File: config.mk
export PLATFORM = sky130hd
export DESIGN_NAME = lca_ctrl
export DESIGN_NICKNAME = d
export VERILOG_FILES = /design/src/design/lca_pkg.sv /design/src/design/lca_ctrl.sv
export SDC_FILE = /design/constraint.sdc
export NUM_CORES = 1
export LEC_CHECK = 0
export ABC_AREA = 1
export BUFFER_PORTS_ARGS = -buffer_cell sky130_fd_sc_hd__clkbuf_2
export CORE_UTILIZATION = 49
export DETAILED_ROUTE_END_ITERATION = 8
export MAX_ROUTING_LAYER = met4
export PLACE_DENSITY_LB_ADDON = 0.2
export SETUP_SLACK_MARGIN = 0.02
export SYNTH_ARGS = -nofsm -noshare
export SYNTH_HDL_FRONTEND = slang
export SYNTH_SLANG_ARGS = --single-unit
File: constraint.sdc
create_clock -name clk -period 2.35 [get_ports clk]
set_input_delay 0.5875 -clock clk [delete_from_list [all_inputs] [get_ports clk]]
set_output_delay 0.5875 -clock clk [all_outputs]
set_load 0.02 [all_outputs]
File: src/design/lca_pkg.sv
// shared types, codes and widths for the lowest common ancestor counter
package lca_pkg;

    localparam int NODE_W   = 10;
    localparam int COUNT_W  = 16;
    localparam int TAG_W    = 8;
    localparam int KIND_W   = 2;
    localparam int STATUS_W = 2;

    // request kinds
    localparam logic [KIND_W-1:0] KIND_LOAD  = 2'd0;
    localparam logic [KIND_W-1:0] KIND_QUERY = 2'd1;
    localparam logic [KIND_W-1:0] KIND_READ  = 2'd2;
    localparam logic [KIND_W-1:0] KIND_CLEAR = 2'd3;

    // result status codes
    localparam logic [STATUS_W-1:0] ST_OK     = 2'd0;
    localparam logic [STATUS_W-1:0] ST_RANGE  = 2'd1;
    localparam logic [STATUS_W-1:0] ST_NO_ANC = 2'd2;

    // mark tags: zero is never a live query epoch
    localparam logic [TAG_W-1:0] TAG_NONE  = {TAG_W{1'b0}};
    localparam logic [TAG_W-1:0] TAG_FIRST = {{(TAG_W-1){1'b0}}, 1'b1};
    localparam logic [TAG_W-1:0] TAG_MAX   = {TAG_W{1'b1}};

    localparam logic [NODE_W-1:0] NODE_COUNT_RESET = 10'd1023;

    // count memory operations
    typedef enum logic [1:0] {
        CNT_IDLE,
        CNT_READ,
        CNT_BUMP,
        CNT_WIPE
    } cnt_op_t;

    typedef struct packed {
        cnt_op_t             op;
        logic [NODE_W-1:0]   node;
    } cnt_req_t;

    // tree memory port requests
    typedef struct packed {
        logic                rd_en;
        logic [NODE_W-1:0]   rd_node;
        logic                wr_en;
        logic [NODE_W-1:0]   wr_node;
        logic [NODE_W-1:0]   wr_parent;
        logic [TAG_W-1:0]    wr_tag;
    } tree_req_t;

    // decoded tree read data
    typedef struct packed {
        logic [NODE_W-1:0]   parent_raw;
        logic [NODE_W-1:0]   parent;
        logic                marked;
    } tree_rsp_t;

    typedef struct packed {
        logic [NODE_W-1:0]   anc;
        logic [COUNT_W-1:0]  count;
        logic [STATUS_W-1:0] status;
    } result_t;

endpackage

File: src/design/lca_ctrl.sv
// request sequencer: range checks, two parent walks, sweeps and result hold
module lca_ctrl
    import lca_pkg::*;
#(
    parameter int LAST_NODE = 1023
)
(
    input  logic                clk,
    input  logic                rst_n,
    input  logic                in_valid,
    output logic                in_ready,
    input  logic [KIND_W-1:0]   kind,
    input  logic [NODE_W-1:0]   first_node,
    input  logic [NODE_W-1:0]   second_node,
    input  logic [NODE_W-1:0]   node_count,
    input  logic                slot_free,
    output logic                res_push,
    output result_t             res,
    output tree_req_t           tree_req,
    input  tree_rsp_t           tree_rsp,
    output cnt_req_t            cnt_req,
    input  logic [COUNT_W-1:0]  cnt_count,
    output logic [NODE_W-1:0]   limit,
    output logic [TAG_W-1:0]    epoch
);

    localparam logic [NODE_W-1:0] LAST_N = NODE_W'(LAST_NODE);

    typedef enum logic [3:0] {
        S_IDLE,
        S_LOAD,
        S_READ_ISSUE,
        S_READ_WAIT,
        S_SCRUB,
        S_SCRUB_END,
        S_W1_ISSUE,
        S_W1_STEP,
        S_W2_ISSUE,
        S_W2_STEP,
        S_HIT_WAIT,
        S_WIPE,
        S_FINISH
    } state_t;

    state_t            state_reg, state_next;
    logic [NODE_W-1:0] a_reg, a_next;
    logic [NODE_W-1:0] b_reg, b_next;
    logic [NODE_W-1:0] t_reg, t_next;
    logic [NODE_W-1:0] step_reg, step_next;
    logic [NODE_W-1:0] sweep_reg, sweep_next;
    logic [TAG_W-1:0]  epoch_reg, epoch_next;
    logic              boot_reg, boot_next;
    result_t           res_reg, res_next;

    logic [NODE_W-1:0] step_inc;
    logic              a_bad, b_bad, b_over;

    assign limit    = (node_count > LAST_N) ? LAST_N : node_count;
    assign in_ready = (state_reg == S_IDLE);
    assign epoch    = epoch_reg;
    assign res      = res_reg;

    assign a_bad    = (first_node == '0) || (first_node > limit);
    assign b_over   = (second_node > limit);
    assign b_bad    = (second_node == '0) || b_over;
    assign step_inc = step_reg + NODE_W'(1);

    // next state and memory requests
    always_comb
    begin
        state_next = state_reg;
        a_next     = a_reg;
        b_next     = b_reg;
        t_next     = t_reg;
        step_next  = step_reg;
        sweep_next = sweep_reg;
        epoch_next = epoch_reg;
        boot_next  = boot_reg;
        res_next   = res_reg;
        res_push   = 1'b0;
        tree_req   = '0;
        cnt_req.op   = CNT_IDLE;
        cnt_req.node = '0;

        case (state_reg)
            S_IDLE:
            begin
                if (in_valid)
                begin
                    a_next = first_node;
                    b_next = second_node;
                    res_next = '{anc: '0, count: '0, status: ST_RANGE};
                    case (kind)
                        KIND_LOAD:
                        begin
                            state_next = (a_bad || b_over) ? S_FINISH : S_LOAD;
                        end
                        KIND_QUERY:
                        begin
                            t_next    = first_node;
                            step_next = '0;
                            if (a_bad || b_bad)
                            begin
                                state_next = S_FINISH;
                            end
                            else if (epoch_reg == TAG_MAX)
                            begin
                                sweep_next = '0;
                                state_next = S_SCRUB;
                            end
                            else
                            begin
                                epoch_next = epoch_reg + TAG_W'(1);
                                state_next = S_W1_ISSUE;
                            end
                        end
                        KIND_READ:
                        begin
                            state_next = a_bad ? S_FINISH : S_READ_ISSUE;
                        end
                        default:
                        begin
                            sweep_next = '0;
                            state_next = S_WIPE;
                        end
                    endcase
                end
            end

            // store one parent link
            S_LOAD:
            begin
                tree_req.wr_en     = 1'b1;
                tree_req.wr_node   = a_reg;
                tree_req.wr_parent = b_reg;
                tree_req.wr_tag    = TAG_NONE;
                res_next   = '{anc: '0, count: '0, status: ST_OK};
                state_next = S_FINISH;
            end

            S_READ_ISSUE:
            begin
                cnt_req.op   = CNT_READ;
                cnt_req.node = a_reg;
                state_next   = S_READ_WAIT;
            end

            S_READ_WAIT:
            begin
                res_next   = '{anc: '0, count: cnt_count, status: ST_OK};
                state_next = S_FINISH;
            end

            // epoch wrap: reset every mark tag, keep parents
            S_SCRUB:
            begin
                tree_req.rd_en   = 1'b1;
                tree_req.rd_node = sweep_reg;
                if (sweep_reg != '0)
                begin
                    tree_req.wr_en     = 1'b1;
                    tree_req.wr_node   = sweep_reg - NODE_W'(1);
                    tree_req.wr_parent = tree_rsp.parent_raw;
                    tree_req.wr_tag    = TAG_NONE;
                end
                if (sweep_reg == LAST_N)
                begin
                    state_next = S_SCRUB_END;
                end
                else
                begin
                    sweep_next = sweep_reg + NODE_W'(1);
                end
            end

            S_SCRUB_END:
            begin
                tree_req.wr_en     = 1'b1;
                tree_req.wr_node   = LAST_N;
                tree_req.wr_parent = tree_rsp.parent_raw;
                tree_req.wr_tag    = TAG_NONE;
                epoch_next = TAG_FIRST;
                state_next = S_W1_ISSUE;
            end

            S_W1_ISSUE:
            begin
                tree_req.rd_en   = 1'b1;
                tree_req.rd_node = t_reg;
                state_next       = S_W1_STEP;
            end

            // first walk: mark node, follow parent
            S_W1_STEP:
            begin
                tree_req.wr_en     = 1'b1;
                tree_req.wr_node   = t_reg;
                tree_req.wr_parent = tree_rsp.parent_raw;
                tree_req.wr_tag    = epoch_reg;
                if (tree_rsp.parent == '0)
                begin
                    t_next     = b_reg;
                    step_next  = '0;
                    state_next = S_W2_ISSUE;
                end
                else if (step_inc == limit)
                begin
                    res_next   = '{anc: '0, count: '0, status: ST_NO_ANC};
                    state_next = S_FINISH;
                end
                else
                begin
                    tree_req.rd_en   = 1'b1;
                    tree_req.rd_node = tree_rsp.parent;
                    t_next    = tree_rsp.parent;
                    step_next = step_inc;
                end
            end

            // one idle write slot so the last mark lands before the second walk
            S_W2_ISSUE:
            begin
                tree_req.rd_en   = 1'b1;
                tree_req.rd_node = t_reg;
                state_next       = S_W2_STEP;
            end

            // second walk: stop at the first marked node
            S_W2_STEP:
            begin
                if (tree_rsp.marked)
                begin
                    cnt_req.op   = CNT_BUMP;
                    cnt_req.node = t_reg;
                    state_next   = S_HIT_WAIT;
                end
                else if ((tree_rsp.parent == '0) || (step_inc == limit))
                begin
                    res_next   = '{anc: '0, count: '0, status: ST_NO_ANC};
                    state_next = S_FINISH;
                end
                else
                begin
                    tree_req.rd_en   = 1'b1;
                    tree_req.rd_node = tree_rsp.parent;
                    t_next    = tree_rsp.parent;
                    step_next = step_inc;
                end
            end

            S_HIT_WAIT:
            begin
                res_next   = '{anc: t_reg, count: cnt_count, status: ST_OK};
                state_next = S_FINISH;
            end

            // zero both tables, also run once after reset
            S_WIPE:
            begin
                tree_req.wr_en     = 1'b1;
                tree_req.wr_node   = sweep_reg;
                tree_req.wr_parent = '0;
                tree_req.wr_tag    = TAG_NONE;
                cnt_req.op   = CNT_WIPE;
                cnt_req.node = sweep_reg;
                if (sweep_reg == LAST_N)
                begin
                    if (boot_reg)
                    begin
                        boot_next  = 1'b0;
                        state_next = S_IDLE;
                    end
                    else
                    begin
                        res_next   = '{anc: '0, count: '0, status: ST_OK};
                        state_next = S_FINISH;
                    end
                end
                else
                begin
                    sweep_next = sweep_reg + NODE_W'(1);
                end
            end

            // hand the result to the output register
            S_FINISH:
            begin
                if (slot_free)
                begin
                    res_push   = 1'b1;
                    state_next = S_IDLE;
                end
            end

            default:
            begin
                state_next = S_IDLE;
            end
        endcase
    end

    // state and registered outputs
    always_ff @(posedge clk or negedge rst_n)
    begin
        if (!rst_n)
        begin
            state_reg <= S_WIPE;
            a_reg     <= '0;
            b_reg     <= '0;
            t_reg     <= '0;
            step_reg  <= '0;
            sweep_reg <= '0;
            epoch_reg <= TAG_NONE;
            boot_reg  <= 1'b1;
            res_reg   <= '0;
        end
        else
        begin
            state_reg <= state_next;
            a_reg     <= a_next;
            b_reg     <= b_next;
            t_reg     <= t_next;
            step_reg  <= step_next;
            sweep_reg <= sweep_next;
            epoch_reg <= epoch_next;
            boot_reg  <= boot_next;
            res_reg   <= res_next;
        end
    end

endmodule

==> summary.txt <==
STA
  • Final WS setup: -0.541 ns
  • Max Slew Vio Count: 0
  • Min cycle time layout: 2.89 ns
  • Final Hold Vio Count: 0
  • Setup TNS: -17.02 ns
  • Slew @ Worst Pin: 0.422 ns
  • RSZ-0062 raised after global routing: true
  • Period Utilization, post-route: 123%
  • Clock Skews: between 0.008 and 0.009 ns
  • Fmax achieved: around 350 MHz
  • Max-slew headroom: 71.6%
  • Setup Viol. Count Final: 76

Placement
  • Final GP Congestion: roughly 1
  • Placed cells: 1391
  • HPWL Detailed: between 15 and 20 mm
  • DP Worst Slack: -0.251 ns
  • Port Buf Inserts: 172
  • Post-DP Area: 8350 µm²

Cells and area
  • Final #Nets: 1368
  • Design area: 10300 µm²
  • Most common cell after layout, fill and taps aside: nand2_1
  • Finished Layout Cells: around 1.4k
  • Fillers: 800
  • Commonest cells after routing, fill and taps aside: 271 x nand2_1, 132 x buf_4, 119 x clkbuf_2
  • Area growth, synth to finish: 59.8%
  • Layout cells sized above 1: around two fifths
  • Ant. Diodes: 0
  • Largest register FFs: 28

Die
  • Die X-Extent: 117 µm
  • Initial cell density of the core: between 50% and 60%
  • CORE AREA: 12800 µm²
  • DIE AREA: 13700 µm²
  • Num ports: 173
  • Die Ht: ~120 µm
  • Rows: 41

Detailed routing
  • First drt pass iteration count: 7
  • DRC violations left: 0
  • Detail Route Antenna Nets: 0
  • WL/cell: between 15 and 20 µm
  • Via count: 8240
  • Post-Route WL: 26.6 mm
  • Vias per cell: 5.70
  • Iteration-0 DRC Markers: 945

Logic synthesis
  • Post-synthesis sequential area ratio: 35.3%
  • Unique masters post-synth: 40
  • Largest cells by area after synthesis: dfrtp_1 34%, nand2_1 19%, inv_1 6.8%
  • Mapped Area: 6470 µm²
  • Syn_nets: around 1.1k
  • #FFs+latches synth: between 90 and 100
  • Synth Warn #: 0
  • Cells after Synth: 968
  • Avg Synthesized Cell Area: about 6.7 µm²
  • Yosys top cell by area: dfrtp_1
  • Area fraction of the dominant cell type after synthesis: 33.6%

Power and ir drop
  • Pwr Total: 11.8 mW
  • Power Density: 1140 nW/µm²
  • VDD IR max: 0.596 mV
  • Leakage: ~5.4 nW

Setup path
  • Critical path's slowest cell: dfrtp_2
  • Setup crit end kind: output pin
  • Worst Path Arrival: around 2.3 ns
  • CP max FO: 5
  • Worst Setup Path Type: register to output pin
  • Critical Path RT: ~1.8 ns
  • Critical Path, Cell by Cell: ha_4, nand2_4, nor2_4, nand2_2, nand2_2, nand2_1, nand2_1, nand3_2, nor2_4, nand3_4, nand3_4, o21ai_1, buf_4
  • Setup crit start kind: register
  • Crit-path max cell delay: roughly 0.42 ns

Clock network
  • CTS tree: yes
  • Clock slew seen by the registers of the worst setup and hold paths: 0.07 ns
  • Total number of H-tree levels: 3
  • CTS Buffer Depth: 2
  • Skew-Pair Late Insertion Delay: 0.36 ns
  • Num CTS Buffers: 9
  • Root Buffer: clkbuf_16
  • Clock sink count: 91

GRT
  • Total track usage: between 30% and 40%
  • Vias in the first global route: 7242
  • First-pass GRT wire length: 37.1 mm
  • Largest net degree at the start of global routing: 54
  • Grt ovf: 0
  • Initial antenna violation count: 0

Run status
  • Failing checks: negative setup slack
  • Status: finished, violations left

Worst hold path
  • Worst min path class: input pin to asynchronous set/reset pin

Job
  • Max-cap viol count: 0
## kinds of logic (layout without fill, tap and decap cells)
| kind of cell | Yosys count | after routing | share of synthesized area, % |
|---|---|---|---|
| buffers and inverters | 177 | 481 | 10.7 |
| and+or+nand+nor | 522 | 523 | 33.9 |
| xor gates and xnor gates | 19 | 19 | 2.57 |
| AOI/OAI and AO/OA | 133 | 133 | 12.5 |
| DFF | 91 | 91 | 35.3 |
| adders and majority gates | 26 | 26 | 5.03 |
## worst paths after layout
path | slack (ns) | startpoint | cells after the start | endpoint
worst min register to register | 0.48 | res[21]$_DFFE_PN0P_ | 2 | res[21]$_DFFE_PN0P_
worst min-delay path | 0.07 | rst_n | 1 | sweep_reg[4]$_DFFE_PN0P_
worst max-delay path | -0.54 | step_reg[0]$_DFFE_PN0P_ | 13 | tree_req[36]
worst max register to register | -0.05 | state_reg[3]$_DFFE_PN1P_ | 16 | res[19]$_DFFE_PN0P_
min in group clk | 0.43 | cnt_count[12] | 3 | res[14]$_DFFE_PN0P_
max in group asynchronous | 1.62 | rst_n | 2 | boot_reg$_DFFE_PN1P_
## synthesized netlist by cell type
cell and count:
buf_2 12, nor2_4 5, or2_2 1, ha_1 26, a31oi_1 3, nand3_2 1
nor4_1 3, o211ai_1 11, dfstp_2 4, o22ai_1 10, dfrtp_1 87, nand4_1 17
o31ai_1 1, o21bai_1 3, xor2_1 16, o21ai_0 42, a211oi_1 1, buf_4 2
o22ai_2 1, xnor2_1 3, nand3b_1 1, nor2_1 74, inv_2 18, nand2_1 327
o221ai_1 6, buf_6 1, or2_1 1, nand3_1 77, a22oi_1 10, o21ai_1 9
a221oi_1 1, nand4_2 1, inv_1 118, a21oi_1 26, nor3_1 7, o2111ai_1 7
o21a_1 2, nor2_2 6, nand2_2 1, clkbuf_1 26
## worst max-delay path: cells and delay by family, from the launching register on
family | cells | cell delay (ns)
buf+inv | 1 | 0.17
fa+ha+maj | 1 | 0.18
flops | 1 | 0.42
compound gates | 1 | 0.09
simple gates | 10 | 1.07
## through the flow
step / hold WS (ns) / utilization [%]
after floorplan: 0.292 / -
after global placement: 0.453 / 65.4
after detailed placement: 0.462 / 65.4
after CTS: 0.0772 / 74.5
after global routing: 0.0909 / 81.0
final: 0.0748 / 81.0
## report_power, final
group	internal [mW]	total, mW	leakage (nW)	switching (mW)
Sequential	2.10	2.64	1.18	0.536
Combinational	3.29	7.82	4.10	4.53
Clock	0.726	1.38	0.138	0.650
## timing repair
action                     4_1_cts  5_1_grt
setup endpoints to repair       52      114
hold buffers                     0        0
cloned                           2        4
setup buffers                   17       17
resized for setup              195      199
pin swaps                       35       36
## layer usage
metal  routed length (µm)  vias to the layer above  share of wire (%)  track usage, %
met2                12300                      586                 46            57.3
met5                    0                        -                  0               -
met1                 9800                     3771                 37            47.1
met3                 2870                      153                 11            8.50
met4                 1620                        0                6.1            17.6
li1                     -                     3730                  -               -
## cell type report
cell class / instances / area, µm² / share of cell area, %
multi-input cells: 701 / 4360 / 42.1
repair buffers: 330 / 2680 / 25.9
flip-flops and latches: 91 / 2290 / 22.1
inverters: 136 / 534 / 5.16
clock buffers: 9 / 225 / 2.18
well taps: 172 / 215 / 2.08
clock inverters: 6 / 47.5 / 0.460
(Power assumes the default switching activity.)
